[config.mk]
export PLATFORM = sky130hd
export DESIGN_NAME = drs_queue
export DESIGN_NICKNAME = d
export VERILOG_FILES = /design/src/hw/rtl/drs_pkg.sv /design/src/hw/rtl/drs_queue.sv
export SDC_FILE = /design/constraint.sdc
export NUM_CORES = 1
export LEC_CHECK = 0
export BUFFER_PORTS_ARGS = -buffer_cell sky130_fd_sc_hd__buf_2
export CAP_MARGIN = 0
export CORE_MARGIN = 1
export CORE_UTILIZATION = 45
export DETAILED_ROUTE_END_ITERATION = 6
export HOLD_SLACK_MARGIN = 0.15
export PLACE_DENSITY = 0.7
export REMOVE_ABC_BUFFERS = 1
export SYNTH_ARGS = -nofsm -noshare
export SYNTH_HDL_FRONTEND = slang
export SYNTH_SLANG_ARGS = --single-unit
[constraint.sdc]
create_clock -name i_clk -period 14.25 [get_ports i_clk]
set_input_delay 3.5625 -clock i_clk [delete_from_list [all_inputs] [get_ports i_clk]]
set_output_delay 3.5625 -clock i_clk [all_outputs]
set_load 0.005 [all_outputs]
[src/hw/rtl/drs_pkg.sv]
// ----------------------------------------------------------------------------
// drs_pkg: shared types and constants of the row statistics labeler
// Item structs, the front-to-back operation record, codes and defaults.
// ----------------------------------------------------------------------------
package drs_pkg;

    localparam int MAX_FEATURES_DEF = 32;
    localparam int CLASS_SLOTS_DEF  = 64;

    // fixed widths of the operation record (cover the full parameter range)
    localparam int POS_W  = 9;
    localparam int FIDX_W = 8;
    localparam int COL_W  = 6;

    localparam logic [2:0] ERR_NONE  = 3'd0;
    localparam logic [2:0] ERR_MIXED = 3'd1;
    localparam logic [2:0] ERR_CLASS = 3'd2;
    localparam logic [2:0] ERR_FULL  = 3'd3;
    localparam logic [2:0] ERR_WIDE  = 3'd4;

    typedef struct packed {
        logic        req_type;
        logic [63:0] field_value;
        logic        last_in_row;
        logic [4:0]  feature_index;
    } t_in_item;

    typedef struct packed {
        logic [6:0]  class_label;
        logic [2:0]  status;
        logic [63:0] min_value;
        logic [63:0] max_value;
        logic [31:0] rows_seen;
        logic [5:0]  features_per_row;
    } t_out_item;

    typedef enum logic [2:0] {
        OP_READ,
        OP_READ_NONE,
        OP_CLASS,
        OP_FEAT,
        OP_WIDE
    } t_kind;

    typedef struct packed {
        t_kind              kind;
        logic [63:0]        value;
        logic               last;
        logic [FIDX_W-1:0]  fidx;
        logic [POS_W-1:0]   count;
    } t_op;

    typedef enum logic [2:0] {
        S_IDLE,
        S_READ,
        S_SEARCH,
        S_FOLD,
        S_DONE
    } t_state;

endpackage

[src/hw/rtl/drs_queue.sv]
// ----------------------------------------------------------------------------
// drs_queue: two-entry operation queue
// Decouples the classifying front from the executing back.
// ----------------------------------------------------------------------------
module drs_queue
    import drs_pkg::*;
(
    input  logic i_clk,
    input  logic i_rst_n,
    input  logic i_push,
    input  t_op  i_data,
    output logic o_full,
    input  logic i_pop,
    output t_op  o_data,
    output logic o_empty
);

    t_op        r_mem [2];
    logic       r_wp;
    logic       r_rp;
    logic [1:0] r_cnt;
    logic       wr;
    logic       rd;

    assign o_full  = (r_cnt == 2'd2);
    assign o_empty = (r_cnt == 2'd0);
    assign wr      = i_push && !o_full;
    assign rd      = i_pop && !o_empty;
    assign o_data  = r_mem[r_rp];

    always_ff @(posedge i_clk) begin
        if (!i_rst_n) begin
            r_wp  <= 1'b0;
            r_rp  <= 1'b0;
            r_cnt <= 2'd0;
        end else begin
            if (wr) begin
                r_wp <= !r_wp;
            end
            if (rd) begin
                r_rp <= !r_rp;
            end
            r_cnt <= r_cnt + {1'b0, wr} - {1'b0, rd};
        end
    end

    always_ff @(posedge i_clk) begin
        if (wr) begin
            r_mem[r_wp] <= i_data;
        end
    end

endmodule

==> run_results.csv <==
group,metric,value,unit
clock_network,clock_tree.htree_level_count,4,
global_route,grt_start_max_net_pins,86,
route,dr.first_iter.drc_count,195,
sta,hold_slack,0.535,ns
yosys,synth_top_cell_area_share,80.1,%
clock_network,clockRootBuffer,"clkbuf_16",
clock_network,cts-resized-gates,0,
power_and_ir_drop,worst_ir_drop_vdd,104,uV
finish,design.final.nets,569,
critical_path,critPathRequiredTime,10.69,ns
worst_hold_path,hp-class,"reg2reg",
sta,worstMarginPinSlew,1.20,ns
global_route,grt_pass1_wl,16500,um
yosys,synth.lib_cells_used.distinct,19,
job,timing.max_cap.violations,0,
sta,setup_violations,0,
sta,post-route-min-period,5.68,ns
yosys,synth_top_cells_by_count,"170 x edfxtp_1, 50 x mux2_1, 35 x mux2_2",
global_route,gr-total-overflow,0,
yosys,post_synth_inst_count,291,
sta,final_max_slew_viol_count,0,
clock_network,postCtsHoldBufs,0,
sta,max_freq,176,MHz
yosys,dominantRegCellSynth,"edfxtp_1",
yosys,synth.largest_area_cell,"edfxtp_1",
yosys,yosys.cell_count.top_type,"edfxtp_1",
sta,final_hold_viol_count,0,
yosys,synthesis_warning_total,0,
route,wl,10900,um
clock_network,tritoncts_num_sinks,175,
route,drcViolationCount,0,
die,num_io_pins,176,
clock_network,cts-root-to-sink-buffers,2,
yosys,yosysSeqAreaShare,81.6,%
critical_path,crit_path_end_kind,"output port",
die,fp.coreArea,13800,um^2
yosys,synth_async_sr_flop_share,0,%
placement,numPortBuffers,175,
critical_path,critical_path.max_fanout,85,
placement,dp.final_hpwl,6970,um
finish,final_layout_size_suffix_gt1_share,49.2,%
sta,timing.setup.tns,0,ns
finish,filler_cell_count,1064,
yosys,synthesis.area,6370,um^2
global_route,globalRouteTotalUtil,15.4,%
sta,rsz0062_at_grt,"no",
die,chipWidth,121,um
global_route,first_global_vias,3305,
status,outcome,"complete, no violations",
clock_network,worst_skew_pair_latency,0.41,ns
critical_path,crit_path_launch_type,"register",
route,final_antenna_net_count,0,
route,vias_per_cell,4.90,
critical_path,critPathKind,"reg2out",
clock_network,clock_tree_from_tritoncts,"built",
yosys,synth_area_leaders,"edfxtp_1 80%, mux2_1 8.8%, mux2_2 6.2%, dfxtp_1 1.6%, buf_6 0.88%",
sta,final.setup_skew,0.00547,ns
sta,worst_slew_margin_rel,19.9,%
finish,syn_to_final_growth,26.0,%
die,die-area,14600,um^2
clock_network,cts_buffers,17,
power_and_ir_drop,leakagePower,3.02,nW
finish,antenna_fix_cells,0,
die,placement_rows,43,
route,route.vias.total,3281,
yosys,synth-edff-count,170,
placement,place.gp.congestion,0.691,
route,detail_route.wl_per_cell,16.2,um
yosys,yosys_register_bits,175,
clock_network,worst_setup_hold_path_clk_slew,0.06,ns
clock_network,postCtsSetupBuffers,0,
yosys,syn_area_per_cell,21.9,um^2
route,firstDrtPassIters,4,
critical_path,worst-endpoint-arrival,2.12,ns
sta,finalCritPeriodShare,39.9,%
global_route,antenna_violations_before_repair,0,
die,floorplan.die.height,121,um
power_and_ir_drop,cellPowerDensity,183,nW/um^2
die,effective_utilization_at_floorplan,46.1,%
[where the power goes]
group | internal [mW] | switching [mW] | total [mW]
Combinational | 0.151 | 0.129 | 0.280
Clock | 0.291 | 0.178 | 0.469
Sequential | 0.664 | 0.0539 | 0.718
[path summary, 6_finish.rpt]
| path | startpoint | endpoint | slack [ns] | depth (start not counted) |
|---|---|---|---|---|
| worst max-delay path | register | o_data[13] | 8.57 | 2 |
| worst min-delay path | r_rp$_SDFFE_PN0P_ | r_rp$_SDFFE_PN0P_ | 0.53 | 2 |
| worst max register to register | r_cnt[0]$_SDFF_PN0_ | r_mem[0][10]$_DFFE_PP_ | 11.53 | 4 |
| worst min register to register | r_rp$_SDFFE_PN0P_ | r_rp$_SDFFE_PN0P_ | 0.53 | 2 |
[cell type report]
cell class                      count  area [um^2]  area share, %
Clock buffer                       19          433           5.39
Clock inverter                     12          169           2.10
Inverter                            3         11.3          0.140
Multi-Input combinational cell    104         1090           13.6
Sequential cell                   175         5210           64.9
Tap cell                          180          225           2.80
Timing Repair Buffer              177          891           11.1
[stage by stage]
stage | std cells | worst slack [ns] | util (%) | cell area [um^2] | power, mW
after detailed placement | 639 | 8.39 | 53.7 | 7430 | 1.02
after global placement | 639 | 8.45 | 53.7 | 7430 | 1.01
after CTS | 670 | 8.50 | 58.1 | 8030 | 1.49
after global routing | 670 | 8.43 | 58.1 | 8030 | 1.54
after floorplan | 282 | 6.52 | - | 6300 | 0.880
final | 670 | 8.57 | 58.1 | 8030 | 1.47
[kinds of logic after synthesis]
| kind of cell | synth area share, % |
|---|---|
| flip-flops | 81.6 |
| buffers and inverters | 1.41 |
| AO/OA/AOI/OAI | 0.118 |
| multiplexers | 15.2 |
| AND/OR/NAND/NOR | 0.981 |
| adder cells (fa/ha/maj) | 0.392 |
| XOR/XNOR | 0.275 |
[state kept, by name, indices dropped and copies added (netlist names), named ones only]
signal / count
r_mem: 170
r_cnt: 2
r_wp: 1
r_rp: 1
[worst max-delay path, stage by stage, from the launching register on]
cell and delay [ns]:
dfxtp_4 1.09, mux2_2 0.42, buf_2 0.14
[layout by cell type, fill, tap and decap left out]
master        n
nand2_1       2
mux2_1       50
bufinv_16     4
mux2_2       35
and3_4        1
nor2_4        1
clkbuf_1      2
and2_1        2
buf_4         2
clkinv_4      2
dfxtp_4       1
clkinv_1      3
inv_1         3
xnor2_1       1
clkinvlp_4    2
edfxtp_1    170
xor2_1        1
mux2i_1       1
nand2b_1      2
dfxtp_1       4
ha_1          2
clkbuf_16    17
buf_2       175
nor3_1        1
nor2_1        4
clkinv_2      1
o21a_1        1
[per-layer routing]
metal  global-route usage (%)  share of wire, %
met2                     25.4                50
met5                        0                 0
met4                     7.48               1.9
met1                     17.6                41
met3                     5.87               7.5
No activity file was read; power rests on OpenSTA's default activity.
