## src/hw/rtl/drs_pkg.sv

```systemverilog
// ----------------------------------------------------------------------------
// drs_pkg: shared types and constants of the row statistics labeler
// Item structs, the front-to-back operation record, codes and defaults.
// ----------------------------------------------------------------------------
package drs_pkg;

    localparam int MAX_FEATURES_DEF = 32;
    localparam int CLASS_SLOTS_DEF  = 64;

    // fixed widths of the operation record (cover the full parameter range)
    localparam int POS_W  = 9;
    localparam int FIDX_W = 8;
    localparam int COL_W  = 6;

    localparam logic [2:0] ERR_NONE  = 3'd0;
    localparam logic [2:0] ERR_MIXED = 3'd1;
    localparam logic [2:0] ERR_CLASS = 3'd2;
    localparam logic [2:0] ERR_FULL  = 3'd3;
    localparam logic [2:0] ERR_WIDE  = 3'd4;

    typedef struct packed {
        logic        req_type;
        logic [63:0] field_value;
        logic        last_in_row;
        logic [4:0]  feature_index;
    } t_in_item;

    typedef struct packed {
        logic [6:0]  class_label;
        logic [2:0]  status;
        logic [63:0] min_value;
        logic [63:0] max_value;
        logic [31:0] rows_seen;
        logic [5:0]  features_per_row;
    } t_out_item;

    typedef enum logic [2:0] {
        OP_READ,
        OP_READ_NONE,
        OP_CLASS,
        OP_FEAT,
        OP_WIDE
    } t_kind;

    typedef struct packed {
        t_kind              kind;
        logic [63:0]        value;
        logic               last;
        logic [FIDX_W-1:0]  fidx;
        logic [POS_W-1:0]   count;
    } t_op;

    typedef enum logic [2:0] {
        S_IDLE,
        S_READ,
        S_SEARCH,
        S_FOLD,
        S_DONE
    } t_state;

endpackage

```

## src/hw/rtl/drs_front.sv

```systemverilog
// ----------------------------------------------------------------------------
// drs_front: input acceptance and field classification
// Tracks the column position and maps each item to an operation record.
// ----------------------------------------------------------------------------
module drs_front
    import drs_pkg::*;
#(
    parameter int MAX_FEATURES = MAX_FEATURES_DEF
) (
    input  logic             i_clk,
    input  logic             i_rst_n,
    input  logic             i_push,
    input  t_in_item         i_item,
    input  logic             i_cfg_valid,
    output logic             o_cfg_ready,
    input  logic [COL_W-1:0] i_cfg_data,
    output logic [COL_W-1:0] o_class_col,
    input  logic             i_q_full,
    output logic             o_q_push,
    output t_op              o_q_data
);

    logic [COL_W-1:0] r_class_col;
    logic [POS_W-1:0] r_pos;
    logic [POS_W-1:0] n_pos;
    logic [POS_W-1:0] col_ext;
    logic [POS_W-1:0] feat;
    logic [POS_W-1:0] cnt;

    assign o_cfg_ready = 1'b1;
    assign o_class_col = r_class_col;
    assign o_q_push    = i_push && !i_q_full;

    always_comb begin
        col_ext = POS_W'(r_class_col);
        feat    = r_pos - ((r_pos > col_ext) ? POS_W'(1) : POS_W'(0));
        // saturate: after an error the position no longer matters
        cnt     = (&r_pos) ? r_pos : r_pos + POS_W'(1);

        o_q_data.value = i_item.field_value;
        o_q_data.last  = i_item.last_in_row;
        o_q_data.count = cnt;
        o_q_data.fidx  = FIDX_W'(feat);
        o_q_data.kind  = OP_FEAT;
        n_pos          = r_pos;

        if (i_item.req_type) begin
            o_q_data.fidx = FIDX_W'(i_item.feature_index);
            o_q_data.kind = (32'(i_item.feature_index) >= MAX_FEATURES) ?
                            OP_READ_NONE : OP_READ;
        end else begin
            if (r_pos == col_ext) begin
                o_q_data.kind = OP_CLASS;
            end else if (32'(feat) >= MAX_FEATURES) begin
                o_q_data.kind = OP_WIDE;
            end
            n_pos = i_item.last_in_row ? '0 : cnt;
        end
    end

    always_ff @(posedge i_clk) begin
        if (!i_rst_n) begin
            r_class_col <= '0;
            r_pos       <= '0;
        end else begin
            if (i_cfg_valid) begin
                r_class_col <= i_cfg_data;
            end
            if (o_q_push) begin
                r_pos <= n_pos;
            end
        end
    end

endmodule

```

## config.mk

```make
export PLATFORM = sky130hd
export DESIGN_NAME = drs_front
export DESIGN_NICKNAME = d
export VERILOG_FILES = /design/src/hw/rtl/drs_pkg.sv /design/src/hw/rtl/drs_front.sv
export SDC_FILE = /design/constraint.sdc
export NUM_CORES = 1
export LEC_CHECK = 0
export ABC_CLOCK_PERIOD_IN_PS = 3000
export BUFFER_PORTS_ARGS = -buffer_cell sky130_fd_sc_hd__buf_2
export CAP_MARGIN = 15
export CORE_ASPECT_RATIO = 0.9
export CORE_MARGIN = 1.5
export CORE_UTILIZATION = 37
export DETAILED_ROUTE_END_ITERATION = 10
export PLACE_DENSITY_LB_ADDON = 0.08
export REMOVE_ABC_BUFFERS = 1
export SLEW_MARGIN = 10
export SYNTH_ARGS = -nofsm -noshare
export SYNTH_HDL_FRONTEND = slang
export SYNTH_SLANG_ARGS = --single-unit
```

## constraint.sdc

```tcl
create_clock -name i_clk -period 3 [get_ports i_clk]
set_input_delay 0.3 -clock i_clk [delete_from_list [all_inputs] [get_ports i_clk]]
set_output_delay 0.3 -clock i_clk [all_outputs]
set_load 0.02 [all_outputs]
```

==> out/results.tsv <==
metric	value	unit
IO buf count	45	
vias post-DR	1701	
met3 usage	0.3592	
final slew viol count	0	
Final Skew	0.008670	ns
GR peak layer	met2	
core area	4547	um2
row count	23	
total die area	5249	um2
antenna viol nets, final	0	
DR iter-0 viols	88	
router iterations before antenna repair	4	
Clock Latency Late Sink	0.26	ns
DP HPWL	8336	um
critical path class	register to output port	
share of post-route cells with drive strength above 1	0.4625	
synthesized flop and latch total	15	
Worst setup SP type	register	
Synth Flop Type	dfxtp_1	
vias in the first global route	1560	
Fin. Hold Viols	0	
met1 GRT Util	0.2406	
Setup WS post-layout	-0.2148	ns
top cell type's share of synthesized area	0.2777	
minimum clock period	3.215	ns
fmax	311.1	MHz
PwrDens	320.5	nW/um2
Placer Congestion	0.9701	
clock slew at reported path FFs	0.07	ns
Hold WS	0.2808	ns
Residual DRC	0	
Inserted Diodes	0	
vias per cell	5.632	
dpl cell area	1662	um2
setup violators final	6	
Final Instance Area	1986	um2
Critical Path Sink Type	output port	
synth top area cells	buf_4, dfxtp_1, ha_1, nor2_1, xnor2_1	
Netlist cell types	44	
TritonCTS Buffers	3	
Arr. time, crit path	2.91	ns
most frequent cell after synthesis	buf_4	
CTS tree	done	
ys async rst share	0	
status	finished, violations left	
CTS Root Buffer Type	clkbuf_8	
GRT Total Usage	0.3610	
io pins	175	
hold path start	i_cfg_data[1]	
Layout Cells excl Fill	302	
Max IR drop VDD	0.1381	mV
wire length per cell	32.23	um
pre-CTS setup slack	-0.03613	ns
Worst Hold Class	input port to register	
total number of yosys warnings	0	
gr ovfl total	0	
global-route wire length before repair	12660	um
GRT met2 Usage	0.6283	
largest net degree at the start of global routing	18	
R2R setup slack	1.18	ns
RR Endpoint	r_pos[3]$_SDFFE_PN0P_	
Max Cap Viol	0	
Hold Crit Depth	3	
initial core utilization	0.3924	
Crit Reg-Reg Startpoint	r_pos[1]$_SDFFE_PN0P_	
worst path required time	2.70	ns
final core utilization	0.4367	
Reg2Reg Depth	6	
Post-synth EDFFs	0	
fillers	500	
CTS Sinks	15	
largest area contributor in the netlist	buf_4	
sequential fraction of the synthesis area	0.1683	
Cells after Synth	238	
clk buf depth	2	
area grow syn2layout	11.29	%
Avg Cell Area, Syn	7.497	um2
Leakage	0.0008977	uW
fin crit share	1.072	
Nets	332	
Die X	76.20	um
RSZ-0062 raised after global routing	true	
hold path endpoint	o_class_col[1]$_SDFFE_PN0P_	
initial antenna violation count	0	
slew margin rel.	0.6651	
failing checks	negative setup slack	
H-Tree Depth	1	
Tightest Pin Transition	0.5001	ns
top cells by count, synth	buf_4, nor2_1, dfxtp_1, nand2_1	
final WL	9733	um
Mapped Area	1784	um2
Die Ht	68.88	um
Cells after DPL	283	
critical path peak fanout	3	
==> per-stage QoR <==
step,total power [uW],setup TNS (ns)
after floorplan,317.7,-0.1111
after global routing,670.5,-1.534
after global placement,386.3,0
after CTS,617.9,-0.4139
final,636.3,-0.8591
after detailed placement,388.8,-0.03613
==> area by class of cell <==
cell class,count,area (um2),share of cell area
Inverter,10,37.54,0.01890
Clock buffer,3,41.29,0.02079
Clock inverter,1,7.507,0.003781
Timing Repair Buffer,76,475.5,0.2394
Sequential cell,15,309.0,0.1556
Multi-Input combinational cell,135,1037,0.5224
Tap cell,62,77.57,0.03907
==> worst max-delay path by stage <==
| stage | slack (ns) | start | end |
|---|---|---|---|
| after floorplan | -0.07 | r_pos[2]$_SDFFE_PN0P_ | o_q_data[83] |
| after global placement | 0.03 | o_class_col[3]$_SDFFE_PN0P_ | o_q_data[84] |
| after detailed placement | -0.04 | o_class_col[2]$_SDFFE_PN0P_ | o_q_data[84] |
| after CTS | -0.16 | o_class_col[1]$_SDFFE_PN0P_ | o_q_data[84] |
| after global routing | -0.32 | o_class_col[3]$_SDFFE_PN0P_ | o_q_data[82] |
| final | -0.21 | r_pos[5]$_SDFFE_PN0P_ | o_q_data[84] |
==> per-layer routing <==
layer / up-vias / part of all wire
li1: 751 / -
met5: - / 0.0078
met4: 4 / 0.064
met3: 42 / 0.21
met2: 147 / 0.48
met1: 757 / 0.24
==> report_power, final <==
part,leakage [uW],internal [uW],total [uW],switching [uW]
clock,0.0000217,93.5,175,82.0
sequential,0.000125,205,209,3.52
combinational,0.000751,127,252,126
total,0.000898,425,636,211
==> critical path: stages (launching register included) <==
cell and delay [ns]:
dfxtp_1 0.41, ha_4 0.23, and4_1 0.17, nand4_1 0.11, o21ai_1 0.12, a21oi_2 0.12
ha_2 0.22, ha_4 0.13, or3b_4 0.40, o41a_1 0.37, o2111ai_4 0.09, and2_4 0.17
buf_6 0.11
==> cells in the final DEF (no fill, tap or decap), types with 2 or more instances in the layout <==
cell type  instances
o311ai_0           2
xnor2_1            7
a21o_1             2
mux2i_1            6
nor2b_1            4
o21ai_1            2
nor2_1            17
ha_4               6
and4_1             2
ha_1               2
buf_2             41
xor2_1             2
o21ai_0            8
nor3_1             4
a31oi_1            4
buf_4             33
dfxtp_1            8
a21oi_2            3
nand3_1            7
dfxtp_2            7
inv_2              3
buf_6              2
inv_1              7
nand2_1           15
nand4_1            6
clkbuf_8           3
a21oi_1            6
nand2b_1           3
==> sequential cells by signal, summed over array words and instances, names as in the netlist <==
| register | cells |
|---|---|
| r_pos | 9 |
| o_class_col | 6 |
==> kinds of logic (layout without fill, tap and decap cells) <==
kind of cell,after synthesis,after routing,share of synthesized area
other cells,1,1,0.002102
fa+ha+maj,9,9,0.06311
buf+inv,88,90,0.3268
xor+xnor,9,9,0.04418
flops,15,15,0.1683
compound gates,37,37,0.1374
mux,6,6,0.03366
simple gates,73,73,0.2244
==> repair_timing <==
action                     4_1_cts  5_1_grt
resized for setup               27       11
setup endpoints to repair        6        8
setup buffers                   14        1
pin swaps                       13        3
hold buffers                     0        0
No activity file was read; power rests on OpenSTA's default activity.
